### src/design/pls_pkg.sv
// ----------------------------------------------------------------------------
// pls_pkg
// Shared types, codes and sizes of the positional list store.
// ----------------------------------------------------------------------------
package pls_pkg;

    localparam int CAPACITY = 16;
    localparam int CNT_W    = $clog2(CAPACITY + 1);
    localparam int POS_W    = 8;
    localparam int CMP_W    = (CNT_W > POS_W) ? CNT_W : POS_W;
    localparam int DATA_W   = 32;

    typedef enum logic [2:0] {
        REQ_INS_FRONT = 3'd0,
        REQ_INS_END   = 3'd1,
        REQ_INS_POS   = 3'd2,
        REQ_DEL_FRONT = 3'd3,
        REQ_DEL_END   = 3'd4,
        REQ_DEL_POS   = 3'd5,
        REQ_PEEK      = 3'd6
    } req_code_t;

    typedef enum logic [1:0] {
        ST_OK     = 2'd0,
        ST_BOUNDS = 2'd1,
        ST_EMPTY  = 2'd2,
        ST_FULL   = 2'd3
    } status_t;

    typedef struct packed {
        logic [2:0]               req_type;
        logic signed [DATA_W-1:0] value;
        logic [POS_W-1:0]         position;
    } req_t;

    typedef struct packed {
        logic [1:0]               status;
        logic signed [DATA_W-1:0] head_value;
        logic [4:0]               entry_count;
        logic                     is_empty;
    } rsp_t;

    // Command broadcast to every cell of the row
    typedef struct packed {
        logic                     ins;
        logic                     del;
        logic [CMP_W-1:0]         pos;
        logic signed [DATA_W-1:0] value;
    } cell_ctl_t;

endpackage

### src/design/pls_cell.sv
// ----------------------------------------------------------------------------
// pls_cell
// One list slot: holds an entry and shifts with its neighbours on edits.
// ----------------------------------------------------------------------------
module pls_cell (
    input  logic                              clk,
    input  pls_pkg::cell_ctl_t                ctl,
    input  logic [pls_pkg::CMP_W-1:0]         idx,
    input  logic signed [pls_pkg::DATA_W-1:0] left,
    input  logic signed [pls_pkg::DATA_W-1:0] right,
    output logic signed [pls_pkg::DATA_W-1:0] q,
    output logic signed [pls_pkg::DATA_W-1:0] d
);

    logic signed [pls_pkg::DATA_W-1:0] data_reg;
    logic signed [pls_pkg::DATA_W-1:0] data_next;

    always_comb
    begin
        data_next = data_reg;
        if (ctl.ins)
        begin
            if (idx > ctl.pos)
                data_next = left;        // move back by one
            else if (idx == ctl.pos)
                data_next = ctl.value;
        end
        else if (ctl.del)
        begin
            if (idx >= ctl.pos)
                data_next = right;       // move forward by one
        end
    end

    always_ff @(posedge clk)
    begin
        data_reg <= data_next;
    end

    assign q = data_reg;
    assign d = data_next;

endmodule

### src/design/pls_ctrl.sv
// ----------------------------------------------------------------------------
// pls_ctrl
// Command decode: bounds checks, status and the edit sent to the cells.
// ----------------------------------------------------------------------------
module pls_ctrl (
    input  logic                     accept,
    input  pls_pkg::req_t            req,
    input  logic [pls_pkg::CNT_W-1:0] count,
    output pls_pkg::cell_ctl_t       ctl,
    output pls_pkg::status_t         status,
    output logic [pls_pkg::CNT_W-1:0] count_next
);

    logic [pls_pkg::CMP_W-1:0] pos_ext;
    logic [pls_pkg::CMP_W-1:0] cnt_ext;
    logic                      empty;
    logic                      full;
    logic                      ins;
    logic                      del;
    logic [pls_pkg::CMP_W-1:0] pos;

    assign pos_ext = pls_pkg::CMP_W'(req.position);
    assign cnt_ext = pls_pkg::CMP_W'(count);
    assign empty   = (count == '0);
    assign full    = (cnt_ext >= pls_pkg::CMP_W'(pls_pkg::CAPACITY));

    always_comb
    begin
        ins    = 1'b0;
        del    = 1'b0;
        pos    = '0;
        status = pls_pkg::ST_OK;
        unique case (pls_pkg::req_code_t'(req.req_type)) inside
            pls_pkg::REQ_INS_FRONT, pls_pkg::REQ_INS_END, pls_pkg::REQ_INS_POS:
            begin
                if (req.req_type == pls_pkg::REQ_INS_END)
                    pos = cnt_ext;
                else if (req.req_type == pls_pkg::REQ_INS_POS)
                    pos = pos_ext;
                if (pos > cnt_ext)
                    status = pls_pkg::ST_BOUNDS;
                else if (full)
                    status = pls_pkg::ST_FULL;
                else
                    ins = 1'b1;
            end
            pls_pkg::REQ_DEL_FRONT, pls_pkg::REQ_DEL_END, pls_pkg::REQ_DEL_POS:
            begin
                if (req.req_type == pls_pkg::REQ_DEL_END)
                    pos = cnt_ext - 1'b1;
                else if (req.req_type == pls_pkg::REQ_DEL_POS)
                    pos = pos_ext;
                if (empty)
                    status = pls_pkg::ST_EMPTY;
                else if (pos >= cnt_ext)
                    status = pls_pkg::ST_BOUNDS;
                else
                    del = 1'b1;
            end
            default:
            begin
                // peek, and the unused code acts as peek
                if (empty)
                    status = pls_pkg::ST_EMPTY;
            end
        endcase
    end

    assign ctl.ins   = ins & accept;
    assign ctl.del   = del & accept;
    assign ctl.pos   = pos;
    assign ctl.value = req.value;

    always_comb
    begin
        count_next = count;
        if (ctl.ins)
            count_next = count + 1'b1;
        else if (ctl.del)
            count_next = count - 1'b1;
    end

endmodule

### src/design/positional_list_store.sv
// ----------------------------------------------------------------------------
// positional_list_store
// Bounded ordered list of signed 32-bit values held in a row of shift cells.
// ----------------------------------------------------------------------------
//
//  channel   ports              transfer
//  command   start, busy, req   start high while busy low
//  result    done, rsp          done high for one cycle, always taken
//
//  One command is taken every cycle; its result appears on rsp with done
//  in the following cycle. The figure is set by the cell row: every cell
//  loads its new entry from itself, a neighbour or the command on the
//  same edge, so an insert or delete anywhere in the list completes at once.
//  busy therefore stays low. Reset clears the count and the result strobe;
//  entry contents stay undefined until written and are never shown. The
//  receiver cannot stall the result.
//
module positional_list_store (
    input  logic           clk,
    input  logic           rst_n,
    input  logic           start,
    input  pls_pkg::req_t  req,
    output logic           busy,
    output logic           done,
    output pls_pkg::rsp_t  rsp
);

    localparam int N = pls_pkg::CAPACITY;

    logic                              accept;
    pls_pkg::cell_ctl_t                ctl;
    pls_pkg::status_t                  status;
    logic [pls_pkg::CNT_W-1:0]         count_reg;
    logic [pls_pkg::CNT_W-1:0]         count_next;
    logic signed [pls_pkg::DATA_W-1:0] cell_q [N];
    logic signed [pls_pkg::DATA_W-1:0] cell_d [N];
    logic                              done_reg;
    pls_pkg::rsp_t                     rsp_reg;
    pls_pkg::rsp_t                     rsp_next;

    // The row finishes any edit at once, so never hold off a command
    assign busy   = 1'b0;
    assign accept = start & ~busy;

    pls_ctrl u_ctrl (
        .accept     (accept),
        .req        (req),
        .count      (count_reg),
        .ctl        (ctl),
        .status     (status),
        .count_next (count_next)
    );

    // Row of cells; each looks at its left and right neighbour
    for (genvar i = 0; i < N; i++)
    begin : g_cell
        logic signed [pls_pkg::DATA_W-1:0] left;
        logic signed [pls_pkg::DATA_W-1:0] right;

        if (i == 0)
        begin : g_first
            assign left = ctl.value;
        end
        else
        begin : g_inner_l
            assign left = cell_q[i-1];
        end

        // The last slot pulls in its own value; it lands beyond the count
        if (i == N - 1)
        begin : g_last
            assign right = cell_q[i];
        end
        else
        begin : g_inner_r
            assign right = cell_q[i+1];
        end

        pls_cell u_cell (
            .clk   (clk),
            .ctl   (ctl),
            .idx   (pls_pkg::CMP_W'(i)),
            .left  (left),
            .right (right),
            .q     (cell_q[i]),
            .d     (cell_d[i])
        );
    end

    // Build the result from the state as it stands after the command
    always_comb
    begin
        rsp_next.status      = status;
        rsp_next.entry_count = 5'(count_next);
        rsp_next.is_empty    = (count_next == '0);
        rsp_next.head_value  = (count_next == '0) ? -32'sd1 : cell_d[0];
    end

    always_ff @(posedge clk or negedge rst_n)
    begin
        if (!rst_n)
        begin
            count_reg <= '0;
            done_reg  <= 1'b0;
        end
        else
        begin
            count_reg <= count_next;
            done_reg  <= accept;
        end
    end

    // Hold the payload only when a command is taken
    always_ff @(posedge clk)
    begin
        if (accept)
            rsp_reg <= rsp_next;
    end

    assign done = done_reg;
    assign rsp  = rsp_reg;

    // ------------------------------------------------------------------
    // Assertions
    // ------------------------------------------------------------------
    a_count_bound : assert property (@(posedge clk) disable iff (!rst_n)
        count_reg <= pls_pkg::CNT_W'(N))
        else $error("count exceeds capacity");

    a_result_follows : assert property (@(posedge clk) disable iff (!rst_n)
        accept |=> done)
        else $error("accepted command gave no result");

    a_empty_head : assert property (@(posedge clk) disable iff (!rst_n)
        (done && rsp.is_empty) |-> (rsp.head_value == -32'sd1))
        else $error("empty list shows a head value");

    a_fail_keeps_count : assert property (@(posedge clk) disable iff (!rst_n)
        (accept && status != pls_pkg::ST_OK) |=> (count_reg == $past(count_reg)))
        else $error("failed command changed the count");

endmodule
### config.mk
export PLATFORM = sky130hd
export DESIGN_NAME = positional_list_store
export DESIGN_NICKNAME = d
export VERILOG_FILES = /design/src/design/pls_pkg.sv /design/src/design/pls_cell.sv /design/src/design/pls_ctrl.sv /design/src/design/positional_list_store.sv
export SDC_FILE = /design/constraint.sdc
export NUM_CORES = 1
export LEC_CHECK = 0
export BUFFER_PORTS_ARGS = -buffer_cell sky130_fd_sc_hd__clkbuf_2
export CAP_MARGIN = 0
export CORE_ASPECT_RATIO = 0.5
export CORE_MARGIN = 3
export CORE_UTILIZATION = 50
export CTS_CLUSTER_DIAMETER = 80
export CTS_CLUSTER_SIZE = 8
export DETAILED_ROUTE_END_ITERATION = 16
export PLACE_DENSITY_LB_ADDON = 0.12
export SLEW_MARGIN = 30
export SYNTH_ARGS = -nofsm -noshare
export SYNTH_HDL_FRONTEND = slang
export SYNTH_SLANG_ARGS = --single-unit
### constraint.sdc
create_clock -name clk -period 15.1 [get_ports clk]
set_input_delay 0.755 -clock clk [delete_from_list [all_inputs] [get_ports clk]]
set_output_delay 0.755 -clock clk [all_outputs]
set_load 0.01 [all_outputs]
# == Word level (Yosys, flattened, before mapping) ==
# Cells that the tools add are included.
# Widths: inputs -> output; s select.
# word_totals
elab_cells,230
regBits,558
# classes
n_reduce_logical,37
mux,98
addsub,3
order_cmp,34
eq_ne,34
bitwise,2
# op_table
op,count
$mux 32,77
$eq 4x8->1 const A,8
$gt 4x8->1 const A,8
$ge 4x8->1 const A,7
$mux 8,6
$ne 3x1->1 const B,14
$reduce_and 3->1,14
$eq 3x8->1 const A,4
$ge 3x8->1 const A,4
$gt 3x8->1 const A,4
$reduce_bool 2->1,16
$eq 2x8->1 const A,2
$ge 1x8->1 const A,2
$ge 2x8->1 const A,2
$gt 1x8->1 const A,2
$gt 2x8->1 const A,2
$pmux 8 s2,1
$logic_not 5->1,2
$mux 5,2
$eq 1x8->1 const A,1
$ge 8x5->1,1
$gt 8x5->1,1
$logic_not 8->1,1
$mux 2,4
other kinds (13),23

# == Longest topological paths before layout ==
# logic_depth
depth_word,12
depth_mapped,16
ltp_nobuf,14

# == Hierarchy ==
# Synthesis repeated with hierarchy kept, for this count alone.
# unflattened
cells_unflattened,7722
hier_area_um2,55796.0
# modules_own_cells
mod,cells_per_inst,instances,seq_area_each_um2,area_per_inst_um2
pls_cell (g_cell[14].u_cell ...),468,11,640.6,3363.2
pls_cell (g_cell[0].u_cell ...),465,5,640.6,3188.1
positional_list_store,91,1,1351.3,1828.0
pls_ctrl,158,1,0.0,1032.2

# == Worst setup path after synthesis ==
# No wires, ideal clock.
# synth_path
path_kind,in2reg
from,input req[40] in the netlist's numbering
to,"register g_cell[2].u_cell.data_reg, in the netlist g_cell[2].u_cell.q[0] (enable)"
required_time_ns,14.708
setup_slack_ns,9.293
arrival_time_ns,5.415
stages,14
path_cell_list,buf_2 buf_1 nand2_1 o21ai_0 nand2_1 ha_1 nor3b_1 o21ai_0 a211o_1 nor3_2 clkbuf_1 nor2_1 nor2_1 and2_1
# synth_via
elab_chain_cells,11
# synth_lines
element,line_no,rtl
from (decl),positional_list_store.sv:22,"input pls_pkg::req_t req,"
$eq 3x3->1,pls_ctrl.sv:51,else if (req.req_type == pls_pkg::REQ_DEL_POS)
$mux 8,pls_ctrl.sv:51,
$mux 8,pls_ctrl.sv:49,if (req.req_type == pls_pkg::REQ_DEL_END)
$mux 8,pls_ctrl.sv:33,unique case (pls_pkg::req_code_t'(req.req_type)) inside
$ge 8x5->1,pls_ctrl.sv:55,else if (pos >= cnt_ext)
$mux 1,pls_ctrl.sv:55,
$mux 1,pls_ctrl.sv:53,if (empty)
$mux 1,pls_ctrl.sv:33,
$and 1x1->1,pls_ctrl.sv:70,assign ctl.del = del & accept;
$reduce_bool 2->1 (no source line),-,
$reduce_and 3->1 (no source line) (*),-,
to (signal assigned),pls_cell.sv:37,data_reg <= data_next;
to (decl),pls_cell.sv:15,logic signed [pls_pkg::DATA_W-1:0] data_reg;
# Mark *: on every way between the ends. The rest lies on a longest branch, timed or not. The select of a mux whose other input is x is not followed.
# A chain may end at the register's enable or synchronous reset.

# == Final worst setup path ==
# layout_path
from,register count_reg[0] in the netlist's numbering
to,"register g_cell[2].u_cell.data_reg, in the netlist g_cell[2].u_cell.q[14] (enable)"
# layout_via
elab_chain_cells,10
# layout_lines
element,line_no,rtl
from (decl),positional_list_store.sv:33,logic [pls_pkg::CNT_W-1:0] count_reg;
from (signal assigned),positional_list_store.sv:108,count_reg <= count_next;
$sub 5x1->6,pls_ctrl.sv:50,pos = cnt_ext - 1'b1;
$mux 8,pls_ctrl.sv:49,
$mux 8,pls_ctrl.sv:33,
$ge 8x5->1,pls_ctrl.sv:55,
$mux 1,pls_ctrl.sv:55,
$mux 1,pls_ctrl.sv:53,
$mux 1,pls_ctrl.sv:33,
$and 1x1->1,pls_ctrl.sv:70,
$reduce_bool 2->1 (no source line),-,
$reduce_and 3->1 (no source line) (*),-,
# Marks and branches as above.

==> results.md <==
- Drt total wl: 72670 um
- Pleak: 12.50 nW
- Seq/Total Area, Yosys: 58.22%
- Layout area overhead: 10.75%
- Max reg flops: 512
- Maximum fanout along the worst path: 36
- # clock sinks: 558
- Synthesized netlist cell count: 2460
- RSZ-0062 raised after global routing: no
- First-pass GRT wire length: 111500 um
- Resize count post-CTS: 0
- Overflow after GRT: 0
- Number of max-cap violations: 0
- Post-Syn Nets: 2518
- Distinct cells, synth: 63
- Drt pass-1 iters: 5
- Core area: 54730 um^2
- GRT Util Overall: 24.20%
- CTS H-tree lvls: 3
- Pins Over Slew Limit: 0
- Post-route DRC violation count: 0
- M1 WL: 36950 um
- CTS tree: done
- Post-route ant nets: 0
- Starting Density: 51.49%
- Die W: 341.7 um
- DIE HEIGHT: 173.9 um
- Post-synthesis cell area: 28180 um^2
- FP Rows: 60
- Number of global-route vias before repair: 17.63k
- Final setup vio count: 0
- #FFs+latches synth: 558
- Critical Path RT: 15350 ps
- Mux share of post-synthesis cell area: 16.17%
- Simple logic cell fraction of the synthesized area: 8.881%
- Total Negative Setup Slacks: 0 ps
- Clock buffer depth: 3
- Starting DRC count in detailed routing: 2282
- Power Density: 147.9 nW/um^2
- Post-synth EDFFs: 520
- Fin crit period: 5367 ps
- Metal3 WL: 7097 um
- Synth Area in Compound Gates: 12.35%
- Syn Area/Cell: 11.45 um^2
- Die area: 59410 um^2
- Initial antenna violation count: 1
- Slew Limit Headroom: 35.86%
- Cts bufs inserted: 79
- Max VDD drop: 73.03 uV
- Element type at the critical path start: flop
- HPWL Detailed: 46190 um
- Clock slew at reported path FFs: 50 ps
- Worst Path Arrival: 5620 ps
- Largest family of logic cells by synthesized area: multiplexers
- Gpl congestion: 0.8187
- Tcrit/Tclk final: 35.54%
- Synth async-reset ratio: 1.075%
- XOR/XNOR Fraction of Synth Area: 0.09325%
- Placed insts: 3118
- Worst min-delay path class: flop to flop
- Nature of the critical path endpoint: flop
- Clk_skew: 21.46 ps
- Routed vias: 19.02k
- Wire per inst: 22.57 um
- Largest net degree at the start of global routing: 260
- WL met2: 27640 um
- Routed vias/inst: 5.908
- Post-Synth Adder-Cell Area: 0.5328%
- PortBufs: 86
- Yosys warns: 0
- Actual slew at the worst max-slew pin: 962.1 ps
- Hold WS: 504.6 ps
- Fmax: 186.3 MHz
- CP Class: flop to flop
- Final hold viol count: 0
- Ys flop type: edfxtp_1
- DR top layer: met4
- Clk Latency, worst-skew pair: 610 ps
- # IOs: 88
- Final non-filler cell total: 3220
- Root Driver: clkbuf_16
- Outcome: finished, final reports clean
- Share of layout cells above drive strength 1: 11.76%
- Fin nets: 2514
[cells in the mapped netlist (all sizes together) (4+ instances only)]
library cell / count / area (um^2)
nand3: 7 / 35.03
nor4: 4 / 40.04
nand2b: 7 / 43.79
a22o: 63 / 551.8
dfrtp: 6 / 150.1
nor2: 65 / 249.0
a211oi: 4 / 30.03
edfxtp: 520 / 15610
a21oi: 9 / 45.04
mux2: 34 / 382.9
buf: 90 / 560.6
nand2: 494 / 1857
inv: 7 / 26.28
o21bai: 34 / 255.2
mux2i: 417 / 4174
dfxtp: 32 / 640.6
a31oi: 32 / 200.2
clkbuf: 124 / 465.5
nor3: 13 / 81.33
o22ai: 7 / 43.79
ha: 12 / 150.1
nor2b: 6 / 37.54
o21ai: 427 / 2160
[kinds of logic (layout without fill, tap and decap cells)]
family / after synthesis / count (layout)
buffers and inverters: 221 / 236
flip-flops: 558 / 558
multiplexers: 451 / 451
XOR/XNOR: 3 / 3
other: 1 / 2
AO/OA/AOI/OAI: 598 / 598
adder cells (fa/ha/maj): 12 / 12
AND/OR/NAND/NOR: 616 / 616
[report_power, final]
part	switching [mW]	internal, mW	total, mW	leakage (nW)
Sequential	0.101	1.91	2.02	5.10
Combinational	0.621	0.384	1.00	6.35
Clock	0.632	0.963	1.60	1.04
Total	1.35	3.26	4.61	12.5
[per-stage QoR]
stage | utilization, % | worst slack (ps) | cell area [um^2] | total power, mW
final | 57.02 | 9733 | 31210 | 4.615
after global routing | 57.02 | 9382 | 31210 | 4.812
after CTS | 56.97 | 9351 | 31180 | 4.636
after detailed placement | 53.04 | 8669 | 29030 | 3.037
after global placement | 53.02 | 8860 | 29010 | 3.023
after floorplan | - | 9293 | 28180 | 2.738
[placed cells by master (no fill, tap or decap), drive strengths merged, types with 3 or more instances in the layout]
cell type,Yosys,final
nand4,3,3
mux2,34,34
nor3,13,13
nand2b,7,7
buf,90,42
inv,7,9
nor2,65,65
a22o,63,63
nor4,4,4
edfxtp,520,520
a211oi,4,4
clkbuf,124,182
a22oi,3,3
mux2i,417,417
dfxtp,32,32
nand3,7,7
dfrtp,6,6
o21bai,34,34
a21o,3,3
o21ai,427,427
nor3b,3,3
ha,12,12
a31oi,32,32
nor2b,6,6
a21oi,9,9
nand2,494,494
o22ai,7,7
xnor2,3,3
nand3b,3,3
o211ai,3,3
[per-layer routing]
layer / vias up / GRT usage [%]
met4: 0 / 5.194
met5: - / 0
met2: 811 / 30.40
met3: 84 / 5.486
li1: 9002 / -
met1: 9126 / 41.00
[final timing paths]
kind,startpoint,to,cells past startpoint,slack (ps)
max in group asynchronous,rst_n,count_reg[3],2,14430
hold / removal,g_cell[0].u_cell.q[15],g_cell[0].u_cell.q[15],1,500
hold reg to reg,g_cell[0].u_cell.q[15],g_cell[0].u_cell.q[15],1,500
min in group asynchronous,rst_n,count_reg[1],2,520
setup / recovery,count_reg[0],g_cell[2].u_cell.q[14],16,9730
setup reg to reg,count_reg[0],g_cell[2].u_cell.q[14],16,9730
[what timing repair did]
item,4_1_cts,5_1_grt
endpoints found under the hold margin,6,0
hold buffers,1,0
buffers inserted,0,0
[final cells by class]
| class | instances | area, um^2 |
|---|---|---|
| Antenna cell | 1 | 2.502 |
| Multi-Input combinational cell | 1681 | 10920 |
| Tap cell | 744 | 930.9 |
| Timing Repair Buffer | 129 | 779.5 |
| Sequential cell | 558 | 16410 |
| Fill cell | 4574 | 23520 |
| Clock buffer | 96 | 2105 |
| Inverter | 7 | 26.28 |
| Clock inverter | 4 | 37.54 |
[critical path, cell delays in order (launching register included)]
cell and delay, ps:
dfrtp_1 740, inv_1 180, ha_1 310, nor3b_2 200, xnor2_1 160, o211ai_2 290
inv_1 250, ha_1 330, o21a_1 120, a211o_1 370, nor3_4 120, buf_4 440
nor2_2 80, nor2_2 90, buf_4 440, and2_1 430, buf_4 420
Power figures use the tool's default switching activity.
